$ cat src/dtq_pkg.sv
// ----------------------------------------------------------------------------
// dtq_pkg
// Shared types and constants for the deadline timer queue.
// ----------------------------------------------------------------------------
`default_nettype none

package dtq_pkg;

    localparam int DEFAULT_TIMER_SLOTS = 16;

    localparam int TIME_W  = 48;
    localparam int DELAY_W = 32;
    localparam int ID_W    = 32;
    localparam int WAIT_W  = 32;
    localparam int KIND_W  = 3;

    typedef enum logic [1:0] {
        CMD_TICK     = 2'd0,
        CMD_ONESHOT  = 2'd1,
        CMD_PERIODIC = 2'd2,
        CMD_CANCEL   = 2'd3
    } cmd_t;

    typedef enum logic [KIND_W-1:0] {
        EVT_STARTED   = 3'd0,
        EVT_EXPIRED   = 3'd1,
        EVT_CANCELLED = 3'd2,
        EVT_NOT_FOUND = 3'd3,
        EVT_FULL      = 3'd4
    } evt_t;

    // one timer slot as stored in the slot memory
    typedef struct packed {
        logic [ID_W-1:0]    id;
        logic [TIME_W-1:0]  deadline;
        logic [DELAY_W-1:0] interval;
        logic               periodic;
    } slot_rec_t;

endpackage

`default_nettype wire

$ cat src/deadline_timer_queue.sv
// ----------------------------------------------------------------------------
// deadline_timer_queue
// Table of one-shot and periodic timers served in earliest-deadline order.
// ----------------------------------------------------------------------------
// Usage:
//   Command channel: a word (command, now_ms, span_ms, cancel_id) is taken
//   on a rising edge with start high and busy low. busy stays high until the
//   last result word of that command has been issued.
//   Result channel: each result word is shown for exactly one cycle with
//   result_valid high; the receiver cannot stall, so it must take it then.
//   Start and cancel give exactly one word; a tick gives one word per due
//   timer (earliest deadline first, ties to lower id, then lower slot) and
//   none if nothing is due. last marks the final word of a command.
// Scan: one slot is visited per cycle by a single scan engine that owns
//   one comparator pair and one saturating adder.
//   start  : scan up to the lowest free slot (all slots if full), then summary
//   cancel : scan up to the matching slot (all slots if none), then summary
//   tick   : the marking/summary pass, then one min search over the
//            table for each expired timer.
//   Summary fields (wait_ms, any_pending, armed_count) describe the table
//   after the whole command and are repeated on every word of that command.
// Reset: all slots empty, next id 1, busy low. Slot memory contents are not
//   cleared; entries are only read behind their valid bits.
// ----------------------------------------------------------------------------
`default_nettype none

module deadline_timer_queue
    import dtq_pkg::*;
#(
    parameter int TIMER_SLOTS = DEFAULT_TIMER_SLOTS,
    localparam int CNT_W = $clog2(TIMER_SLOTS + 1)
) (
    input  wire logic                clk,
    input  wire logic                rst_n,
    // command channel
    input  wire logic                start,
    output logic                     busy,
    input  wire logic [1:0]          command,
    input  wire logic [TIME_W-1:0]   now_ms,
    input  wire logic [DELAY_W-1:0]  span_ms,
    input  wire logic [ID_W-1:0]     cancel_id,
    // result channel
    output logic                     result_valid,
    output logic [KIND_W-1:0]        event_kind,
    output logic [ID_W-1:0]          event_id,
    output logic [WAIT_W-1:0]        wait_ms,
    output logic                     any_pending,
    output logic [CNT_W-1:0]         armed_count,
    output logic                     last
);

    localparam int IDX_W = (TIMER_SLOTS > 1) ? $clog2(TIMER_SLOTS) : 1;
    localparam logic [CNT_W-1:0] SLOT_CNT  = CNT_W'(TIMER_SLOTS);
    localparam logic [IDX_W-1:0] SLOT_LAST = IDX_W'(TIMER_SLOTS - 1);

    typedef enum logic [2:0] {
        ST_IDLE,
        ST_FIND,   // start: look for lowest free slot
        ST_MATCH,  // cancel: look for lowest slot holding the id
        ST_WRITE,  // start: fill the chosen slot
        ST_SUMM,   // summary pass (tick: also marks due slots)
        ST_FIN,    // turn summary into wait_ms
        ST_PICK,   // tick: min search over due slots
        ST_EXP     // tick: issue one expiry, retire or re-arm the slot
    } state_t;

    // ------------------------------------------------------------------
    // registers
    // ------------------------------------------------------------------
    state_t                state_reg,      state_next;
    cmd_t                  cmd_reg,        cmd_next;
    logic [TIME_W-1:0]     now_reg,        now_next;
    logic [DELAY_W-1:0]    delay_reg,      delay_next;
    logic [ID_W-1:0]       cid_reg,        cid_next;
    logic [ID_W-1:0]       next_id_reg,    next_id_next;

    logic [TIMER_SLOTS-1:0] valid_reg,     valid_next;
    logic [TIMER_SLOTS-1:0] due_reg,       due_next;

    // scan engine: address counter and one stage behind the memory read
    logic [CNT_W-1:0]      idx_reg,        idx_next;
    logic                  p_v_reg,        p_v_next;
    logic [IDX_W-1:0]      p_idx_reg,      p_idx_next;
    logic [IDX_W-1:0]      sel_reg,        sel_next;

    // summary accumulators
    logic [CNT_W-1:0]      cnt_reg,        cnt_next;
    logic                  have_reg,       have_next;
    logic [TIME_W-1:0]     best_reg,       best_next;
    logic [CNT_W-1:0]      due_cnt_reg,    due_cnt_next;
    logic [WAIT_W-1:0]     wait_hold_reg,  wait_hold_next;

    // pick (min search) accumulators
    logic                  pk_have_reg,    pk_have_next;
    logic [TIME_W-1:0]     pk_dl_reg,      pk_dl_next;
    logic [ID_W-1:0]       pk_id_reg,      pk_id_next;
    logic [DELAY_W-1:0]    pk_int_reg,     pk_int_next;
    logic                  pk_per_reg,     pk_per_next;
    logic [IDX_W-1:0]      pk_idx_reg,     pk_idx_next;

    // pending single result of start / cancel
    evt_t                  rkind_reg,      rkind_next;
    logic [ID_W-1:0]       rid_reg,        rid_next;

    // result port registers
    logic                  rv_reg,         rv_next;
    evt_t                  okind_reg,      okind_next;
    logic [ID_W-1:0]       oid_reg,        oid_next;
    logic [WAIT_W-1:0]     owait_reg,      owait_next;
    logic                  oany_reg,       oany_next;
    logic [CNT_W-1:0]      ocnt_reg,       ocnt_next;
    logic                  olast_reg,      olast_next;

    // ------------------------------------------------------------------
    // slot memory: one write port, one registered read port
    // ------------------------------------------------------------------
    slot_rec_t             mem [TIMER_SLOTS];
    slot_rec_t             rd_q_reg;
    logic [IDX_W-1:0]      rd_addr;
    logic                  mem_we;
    logic [IDX_W-1:0]      mem_wa;
    slot_rec_t             mem_wd;

    always_ff @(posedge clk)
    begin
        if (mem_we)
        begin
            mem[mem_wa] <= mem_wd;
        end
        rd_q_reg <= mem[rd_addr];
    end

    // ------------------------------------------------------------------
    // shared datapath
    // ------------------------------------------------------------------
    logic [DELAY_W-1:0]    add_b;
    logic [TIME_W:0]       add_sum;
    logic [TIME_W-1:0]     add_sat;
    logic                  due_le;
    logic [TIME_W-1:0]     eff_dl;
    logic                  is_due;
    logic [TIME_W-1:0]     cmp_a;
    logic [TIME_W-1:0]     cmp_b;
    logic                  cmp_lt;
    logic                  cmp_eq;
    logic [TIME_W:0]       wdiff;
    logic [WAIT_W-1:0]     wait_c;
    logic                  scan_more;
    logic                  scan_end;

    // saturating now + interval/delay
    always_comb
    begin
        case (state_reg)
            ST_WRITE: add_b = delay_reg;
            ST_SUMM:  add_b = rd_q_reg.interval;
            default:  add_b = pk_int_reg;
        endcase
        add_sum = {1'b0, now_reg} + (TIME_W + 1)'(add_b);
        add_sat = add_sum[TIME_W] ? {TIME_W{1'b1}} : add_sum[TIME_W-1:0];
    end

    assign due_le = (rd_q_reg.deadline <= now_reg);
    assign is_due = (cmd_reg == CMD_TICK) && due_le;
    assign eff_dl = is_due ? add_sat : rd_q_reg.deadline;

    // deadline comparator shared by the summary and pick passes
    always_comb
    begin
        if (state_reg == ST_PICK)
        begin
            cmp_a = rd_q_reg.deadline;
            cmp_b = pk_dl_reg;
        end
        else
        begin
            cmp_a = eff_dl;
            cmp_b = best_reg;
        end
        cmp_lt = (cmp_a < cmp_b);
        cmp_eq = (cmp_a == cmp_b);
    end

    // wait until earliest deadline, saturated; borrow means already due
    always_comb
    begin
        wdiff = {1'b0, best_reg} - {1'b0, now_reg};
        if (!have_reg)
        begin
            wait_c = {WAIT_W{1'b1}};
        end
        else if (wdiff[TIME_W])
        begin
            wait_c = '0;
        end
        else if (wdiff[TIME_W-1:WAIT_W] != '0)
        begin
            wait_c = {WAIT_W{1'b1}};
        end
        else
        begin
            wait_c = wdiff[WAIT_W-1:0];
        end
    end

    assign scan_more = (idx_reg < SLOT_CNT);
    assign scan_end  = p_v_reg && (p_idx_reg == SLOT_LAST);
    assign rd_addr   = scan_more ? idx_reg[IDX_W-1:0] : '0;

    // ------------------------------------------------------------------
    // sequencer
    // ------------------------------------------------------------------
    always_comb
    begin
        state_next     = state_reg;
        cmd_next       = cmd_reg;
        now_next       = now_reg;
        delay_next     = delay_reg;
        cid_next       = cid_reg;
        next_id_next   = next_id_reg;
        valid_next     = valid_reg;
        due_next       = due_reg;
        idx_next       = idx_reg;
        p_v_next       = 1'b0;
        p_idx_next     = p_idx_reg;
        sel_next       = sel_reg;
        cnt_next       = cnt_reg;
        have_next      = have_reg;
        best_next      = best_reg;
        due_cnt_next   = due_cnt_reg;
        wait_hold_next = wait_hold_reg;
        pk_have_next   = pk_have_reg;
        pk_dl_next     = pk_dl_reg;
        pk_id_next     = pk_id_reg;
        pk_int_next    = pk_int_reg;
        pk_per_next    = pk_per_reg;
        pk_idx_next    = pk_idx_reg;
        rkind_next     = rkind_reg;
        rid_next       = rid_reg;
        rv_next        = 1'b0;
        okind_next     = okind_reg;
        oid_next       = oid_reg;
        owait_next     = owait_reg;
        oany_next      = oany_reg;
        ocnt_next      = ocnt_reg;
        olast_next     = olast_reg;
        mem_we         = 1'b0;
        mem_wa         = sel_reg;
        mem_wd         = '{id: next_id_reg, deadline: add_sat,
                           interval: (cmd_reg == CMD_PERIODIC) ? delay_reg : '0,
                           periodic: (cmd_reg == CMD_PERIODIC)};

        // common address walk of the memory scans
        if (state_reg == ST_MATCH || state_reg == ST_SUMM || state_reg == ST_PICK)
        begin
            if (scan_more)
            begin
                p_v_next   = 1'b1;
                p_idx_next = idx_reg[IDX_W-1:0];
                idx_next   = idx_reg + 1'b1;
            end
        end

        case (state_reg)
            ST_IDLE:
            begin
                if (start)
                begin
                    cmd_next     = cmd_t'(command);
                    now_next     = now_ms;
                    delay_next   = span_ms;
                    cid_next     = cancel_id;
                    idx_next     = '0;
                    due_next     = '0;
                    cnt_next     = '0;
                    have_next    = 1'b0;
                    due_cnt_next = '0;
                    case (cmd_t'(command))
                        CMD_TICK:    state_next = ST_SUMM;
                        CMD_CANCEL:  state_next = ST_MATCH;
                        default:     state_next = ST_FIND;
                    endcase
                end
            end

            ST_FIND:
            begin
                if (scan_more)
                begin
                    if (!valid_reg[idx_reg[IDX_W-1:0]])
                    begin
                        sel_next   = idx_reg[IDX_W-1:0];
                        state_next = ST_WRITE;
                    end
                    else
                    begin
                        idx_next = idx_reg + 1'b1;
                    end
                end
                else
                begin
                    rkind_next = EVT_FULL;
                    rid_next   = '0;
                    idx_next   = '0;
                    state_next = ST_SUMM;
                end
            end

            ST_WRITE:
            begin
                mem_we              = 1'b1;
                valid_next[sel_reg] = 1'b1;
                rkind_next          = EVT_STARTED;
                rid_next            = next_id_reg;
                next_id_next        = (next_id_reg == {ID_W{1'b1}}) ? ID_W'(1)
                                                                    : next_id_reg + 1'b1;
                idx_next            = '0;
                state_next          = ST_SUMM;
            end

            ST_MATCH:
            begin
                if (p_v_reg && valid_reg[p_idx_reg] && (rd_q_reg.id == cid_reg))
                begin
                    valid_next[p_idx_reg] = 1'b0;
                    rkind_next            = EVT_CANCELLED;
                    rid_next              = cid_reg;
                    idx_next              = '0;
                    p_v_next              = 1'b0;
                    state_next            = ST_SUMM;
                end
                else if (scan_end)
                begin
                    rkind_next = EVT_NOT_FOUND;
                    rid_next   = '0;
                    idx_next   = '0;
                    p_v_next   = 1'b0;
                    state_next = ST_SUMM;
                end
            end

            ST_SUMM:
            begin
                // counts and earliest deadline of the table as it stands after
                // the command; on a tick, due one-shots drop out and due
                // periodic timers count at their re-armed deadline
                if (p_v_reg && valid_reg[p_idx_reg])
                begin
                    if (is_due)
                    begin
                        due_next[p_idx_reg] = 1'b1;
                        due_cnt_next        = due_cnt_reg + 1'b1;
                    end
                    if (!is_due || rd_q_reg.periodic)
                    begin
                        cnt_next = cnt_reg + 1'b1;
                        if (!have_reg || cmp_lt)
                        begin
                            best_next = eff_dl;
                            have_next = 1'b1;
                        end
                    end
                end
                if (scan_end)
                begin
                    state_next = ST_FIN;
                end
            end

            ST_FIN:
            begin
                wait_hold_next = wait_c;
                if (cmd_reg == CMD_TICK)
                begin
                    idx_next     = '0;
                    pk_have_next = 1'b0;
                    state_next   = (due_cnt_reg == '0) ? ST_IDLE : ST_PICK;
                end
                else
                begin
                    rv_next    = 1'b1;
                    okind_next = rkind_reg;
                    oid_next   = rid_reg;
                    owait_next = wait_c;
                    oany_next  = have_reg;
                    ocnt_next  = cnt_reg;
                    olast_next = 1'b1;
                    state_next = ST_IDLE;
                end
            end

            ST_PICK:
            begin
                // earliest deadline, then lowest id; equal keys keep lower slot
                if (p_v_reg && due_reg[p_idx_reg])
                begin
                    if (!pk_have_reg || cmp_lt || (cmp_eq && rd_q_reg.id < pk_id_reg))
                    begin
                        pk_have_next = 1'b1;
                        pk_dl_next   = rd_q_reg.deadline;
                        pk_id_next   = rd_q_reg.id;
                        pk_int_next  = rd_q_reg.interval;
                        pk_per_next  = rd_q_reg.periodic;
                        pk_idx_next  = p_idx_reg;
                    end
                end
                if (scan_end)
                begin
                    state_next = ST_EXP;
                end
            end

            ST_EXP:
            begin
                rv_next    = 1'b1;
                okind_next = EVT_EXPIRED;
                oid_next   = pk_id_reg;
                owait_next = wait_hold_reg;
                oany_next  = have_reg;
                ocnt_next  = cnt_reg;
                olast_next = (due_cnt_reg == CNT_W'(1));
                due_next[pk_idx_reg] = 1'b0;
                if (pk_per_reg)
                begin
                    mem_we = 1'b1;
                    mem_wa = pk_idx_reg;
                    mem_wd = '{id: pk_id_reg, deadline: add_sat,
                               interval: pk_int_reg, periodic: 1'b1};
                end
                else
                begin
                    valid_next[pk_idx_reg] = 1'b0;
                end
                due_cnt_next = due_cnt_reg - 1'b1;
                idx_next     = '0;
                pk_have_next = 1'b0;
                state_next   = (due_cnt_reg == CNT_W'(1)) ? ST_IDLE : ST_PICK;
            end

            default:
            begin
                state_next = ST_IDLE;
            end
        endcase
    end

    always_ff @(posedge clk or negedge rst_n)
    begin
        if (!rst_n)
        begin
            state_reg     <= ST_IDLE;
            cmd_reg       <= CMD_TICK;
            now_reg       <= '0;
            delay_reg     <= '0;
            cid_reg       <= '0;
            next_id_reg   <= ID_W'(1);
            valid_reg     <= '0;
            due_reg       <= '0;
            idx_reg       <= '0;
            p_v_reg       <= 1'b0;
            p_idx_reg     <= '0;
            sel_reg       <= '0;
            cnt_reg       <= '0;
            have_reg      <= 1'b0;
            best_reg      <= '0;
            due_cnt_reg   <= '0;
            wait_hold_reg <= '0;
            pk_have_reg   <= 1'b0;
            pk_dl_reg     <= '0;
            pk_id_reg     <= '0;
            pk_int_reg    <= '0;
            pk_per_reg    <= 1'b0;
            pk_idx_reg    <= '0;
            rkind_reg     <= EVT_STARTED;
            rid_reg       <= '0;
            rv_reg        <= 1'b0;
            okind_reg     <= EVT_STARTED;
            oid_reg       <= '0;
            owait_reg     <= '0;
            oany_reg      <= 1'b0;
            ocnt_reg      <= '0;
            olast_reg     <= 1'b0;
        end
        else
        begin
            state_reg     <= state_next;
            cmd_reg       <= cmd_next;
            now_reg       <= now_next;
            delay_reg     <= delay_next;
            cid_reg       <= cid_next;
            next_id_reg   <= next_id_next;
            valid_reg     <= valid_next;
            due_reg       <= due_next;
            idx_reg       <= idx_next;
            p_v_reg       <= p_v_next;
            p_idx_reg     <= p_idx_next;
            sel_reg       <= sel_next;
            cnt_reg       <= cnt_next;
            have_reg      <= have_next;
            best_reg      <= best_next;
            due_cnt_reg   <= due_cnt_next;
            wait_hold_reg <= wait_hold_next;
            pk_have_reg   <= pk_have_next;
            pk_dl_reg     <= pk_dl_next;
            pk_id_reg     <= pk_id_next;
            pk_int_reg    <= pk_int_next;
            pk_per_reg    <= pk_per_next;
            pk_idx_reg    <= pk_idx_next;
            rkind_reg     <= rkind_next;
            rid_reg       <= rid_next;
            rv_reg        <= rv_next;
            okind_reg     <= okind_next;
            oid_reg       <= oid_next;
            owait_reg     <= owait_next;
            oany_reg      <= oany_next;
            ocnt_reg      <= ocnt_next;
            olast_reg     <= olast_next;
        end
    end

    assign busy         = (state_reg != ST_IDLE);
    assign result_valid = rv_reg;
    assign event_kind   = okind_reg;
    assign event_id     = oid_reg;
    assign wait_ms      = owait_reg;
    assign any_pending  = oany_reg;
    assign armed_count  = ocnt_reg;
    assign last         = olast_reg;

    // ------------------------------------------------------------------
    // assertions
    // ------------------------------------------------------------------
    a_result_after_busy: assert property (@(posedge clk) disable iff (!rst_n)
        result_valid |-> $past(busy))
        else $error("result word without a command in flight");

    a_pending_matches_count: assert property (@(posedge clk) disable iff (!rst_n)
        result_valid |-> (any_pending == (armed_count != '0)))
        else $error("any_pending disagrees with armed_count");

    a_idle_wait_max: assert property (@(posedge clk) disable iff (!rst_n)
        (result_valid && !any_pending) |-> (wait_ms == {WAIT_W{1'b1}}))
        else $error("empty table must report maximum wait");

    a_id_nonzero: assert property (@(posedge clk) disable iff (!rst_n)
        next_id_reg != '0)
        else $error("next id reached zero");

    a_due_only_valid: assert property (@(posedge clk) disable iff (!rst_n)
        (due_reg & ~valid_reg) == '0)
        else $error("due mark on an empty slot");

endmodule

`default_nettype wire

$ cat config.mk
export PLATFORM = sky130hd
export DESIGN_NAME = deadline_timer_queue
export DESIGN_NICKNAME = d
export VERILOG_FILES = /design/src/dtq_pkg.sv /design/src/deadline_timer_queue.sv
export SDC_FILE = /design/constraint.sdc
export NUM_CORES = 2
export LEC_CHECK = 0
export BUFFER_PORTS_ARGS = -buffer_cell sky130_fd_sc_hd__buf_2
export CAP_MARGIN = 20
export CELL_PAD_IN_SITES_DETAIL_PLACEMENT = 1
export CELL_PAD_IN_SITES_GLOBAL_PLACEMENT = 2
export CORE_ASPECT_RATIO = 0.9
export CORE_MARGIN = 1.5
export CORE_UTILIZATION = 50
export DETAILED_ROUTE_END_ITERATION = 8
export MAX_ROUTING_LAYER = met4
export PLACE_DENSITY = 0.82
export SYNTH_ARGS = -nofsm -noshare
export SYNTH_HDL_FRONTEND = slang
export SYNTH_SLANG_ARGS = --single-unit
export TNS_END_PERCENT = 100
$ cat constraint.sdc
create_clock -name clk -period 17 [get_ports clk]
set_input_delay 1.7 -clock clk [delete_from_list [all_inputs] [get_ports clk]]
set_output_delay 1.7 -clock clk [all_outputs]
set_load 0.01 [all_outputs]
==> results.yml <==
sta:
  hold_ws_ns: 0.457
  finalCritPeriodShare_pct: 71.6
  tightest_slew_ns: 1.17
  hold_violations: 0
  finalWorstSetupSlack_ns: 4.82
  fin_setup_tns_ns: 0
  fin_crit_ns: 12.18
  rsz0062_at_grt: "no"
  slew_violations: 0
  fmax_mhz: 82.1
  clock_skew_ns: 0.0484
  maxSlewHeadroom_pct: 21.2
  finalSetupViolCount: 0
clocking:
  cts_buffers: 236
  cts_resized: 0
  cts_root_buf: "clkbuf_16"
  cts_tree: "yes"
  cts_buffer_depth: 3
  cts_max_level: 4
  cts_setup_buffers: 0
  clkTransAtPathRegs_ns: 0.06
  clock_latency_ns: 0.90
  cts.sink_count: 2435
  cts_hold_buffers: 0
power_and_ir_drop:
  power_density_nw_per_um2: 184
  leakage_nw: 43.3
  peakVddDrop_v: 0.000130
floorplan:
  fp-row-count: 158
  core_area_um2: 206000
  fp.dieW_um: 483
  ios: 193
  die_h_um: 435
  dieArea_um2: 210000
  start_util_pct: 50.4
yosys:
  ys_seq_area_share_pct: 66.8
  ys_warn_count: 0
  async_reset_ff_share_pct: 21.1
  synth_ff_type: "edfxtp_1"
  ys_types: 95
  synth_area_per_cell_um2: 15.1
  syn_inst: 6878
  yosys_register_bits: 2435
  syn_area_um2: 104000
  synth-edff-count: 1808
  synth_nets: 7215
cells_and_area:
  fin_nets: 7398
  finish.instance_area_um2: 116000
  largest_reg_flops: 1808
  final_layout_size_suffix_gt1_share_pct: 19.9
  area_growth_pct: 11.9
critical_path:
  worstPathArrival_ns: 12.94
  cp-start-kind: "flip-flop"
  r2r_cells: 29
  path_class: "flip-flop to flip-flop"
  cpMostUsedCell: "buf_4"
  end_kind: "flip-flop"
  slowest_delay_ns: 0.98
  cp_slowest_cell: "dfrtp_1"
  r2r-start: "state_reg[2]$_DFFE_PN0P_"
  path_max_fanout: 64
  r2r_slack_ns: 4.82
  reg2reg_to: "pk_id_reg[24]$_DFFE_PN0P_"
  required_ns: 17.76
place:
  dpl.hpwl_um: 198000
  place_ws_ns: 4.98
  routabilityCongestion: 0.947
  placed_cell_area_um2: 108000
  portBuffers: 192
drt:
  dr_total_vias: 64800
  drt_iter0_drc: 7531
  drc: 0
  ant_nets: 0
  drt-wirelength-per-cell_um: 32.2
  vias_per_cell: 6.48
  drt_first_pass_iters: 6
  wl_um: 322000
global_route:
  grt_pass1_wl_um: 471000
  track_usage_pct: 31.6
  antenna_found_initial: 9
  grt_pass1_vias: 66700
  grt-ovfl-total: 0
  grt_max_degree: 135
hold_path:
  worstHoldPathCells: 2
  min_to: "armed_count[4]$_DFFE_PN0P_"
  worstHoldStart: "armed_count[4]$_DFFE_PN0P_"
  hold_path_class: "flip-flop to flip-flop"
flow_run:
  cap_violations: 0
status:
  outcome: "completed"
[cell families after synthesis]
group / share of synthesized area [%]
compound gates: 7.48
xor+xnor: 1.14
fa+ha+maj: 2.66
buf+inv: 2.06
flops: 66.8
mux: 13.1
simple gates: 6.74
[worst max-delay path: cells and delay by family, from the launching register on]
| family | cells | cell delay, ns |
|---|---|---|
| adder cells (fa/ha/maj) | 3 | 0.79 |
| buffers and inverters | 5 | 2.96 |
| AO/OA/AOI/OAI | 6 | 2.56 |
| AND/OR/NAND/NOR | 12 | 3.66 |
| multiplexers | 3 | 0.82 |
| flip-flops | 1 | 0.98 |
[layout make-up]
| class | instances | area (um2) |
|---|---|---|
| flip-flops and latches | 2435 | 69400 |
| clock buffers | 316 | 6500 |
| multi-input cells | 3891 | 32600 |
| diodes | 7 | 17.5 |
| repair buffers | 337 | 2240 |
| well taps | 2720 | 3400 |
| fillers | 19200 | 90000 |
| inverters | 160 | 601 |
| clock inverters | 135 | 1500 |
[cells in the mapped netlist (49+ instances only)]
cell,count,area [um2]
inv_1,158,593
mux2i_1,90,901
dfxtp_1,113,2260
nor2_1,298,1120
o21ai_0,253,1270
and2_1,125,782
clkbuf_1,306,1150
xnor2_1,91,797
a31oi_1,205,1280
nand2_1,841,3160
mux4_2,467,10500
buf_1,60,225
dfrtp_1,513,12800
a21oi_1,226,1130
o22ai_1,49,307
ha_1,218,2730
nand4_1,64,400
a21o_1,52,390
nand3_1,88,440
a211oi_1,124,931
edfxtp_1,1808,54300
mux2_2,173,1950
[worst max path at each step]
stage | start | end | slack [ns]
2_1_floorplan | state_reg[1]$_DFFE_PN0P_ | pk_id_reg[2]$_DFFE_PN0P_ | 9.15
3_3_place_gp | state_reg[2]$_DFFE_PN0P_ | pk_id_reg[14]$_DFFE_PN0P_ | 5.33
3_5_place_dp | state_reg[2]$_DFFE_PN0P_ | pk_int_reg[9]$_DFFE_PN0P_ | 4.98
4_1_cts | state_reg[2]$_DFFE_PN0P_ | pk_id_reg[26]$_DFFE_PN0P_ | 4.94
5_1_grt | state_reg[2]$_DFFE_PN0P_ | pk_id_reg[24]$_DFFE_PN0P_ | 4.22
6_report | state_reg[2]$_DFFE_PN0P_ | pk_id_reg[24]$_DFFE_PN0P_ | 4.82
[layout by cell type (no fill, tap or decap), types with 53 or more instances in the layout]
master | synthesis | layout
o21ai_0 | 253 | 248
a211oi_1 | 124 | 124
mux2_2 | 173 | 173
mux2i_1 | 90 | 90
ha_1 | 218 | 217
mux4_2 | 467 | 467
nand2_1 | 841 | 837
dfxtp_1 | 113 | 113
nor2_1 | 298 | 275
edfxtp_1 | 1808 | 1808
clkbuf_1 | 306 | 53
a31oi_1 | 205 | 205
nand3_1 | 88 | 87
buf_4 | 0 | 129
inv_1 | 158 | 158
and2_1 | 125 | 124
clkbuf_16 | 0 | 238
xnor2_1 | 91 | 91
a21oi_1 | 226 | 226
clkinv_2 | 0 | 56
dfrtp_1 | 513 | 513
buf_2 | 19 | 191
nand4_1 | 64 | 64
[through the flow]
| stage | util, % | total power, W | cells |
|---|---|---|---|
| after floorplan | - | 0.0130 | 6878 |
| after global placement | 52.4 | 0.0157 | 9535 |
| after detailed placement | 52.4 | 0.0159 | 9536 |
| after CTS | 56.3 | 0.0214 | 9987 |
| after global routing | 56.4 | 0.0223 | 9998 |
| final | 56.4 | 0.0214 | 10000 |
[report_power, final]
group          switching (W)  leakage [nW]  internal [W]  total, W
logic                0.00491          13.7       0.00259   0.00750
registers           0.000725          25.7       0.00775   0.00848
clock network        0.00233          3.93       0.00310   0.00543
[routing by layer]
layer	vias up	global-route usage, %	wire [um]
li1	26900	-	-
met1	34600	46.0	140000
met3	441	4.82	26700
met4	0	7.91	7870
met2	2895	46.8	148000
met5	-	-	0
No activity file was read; power rests on OpenSTA's default activity.
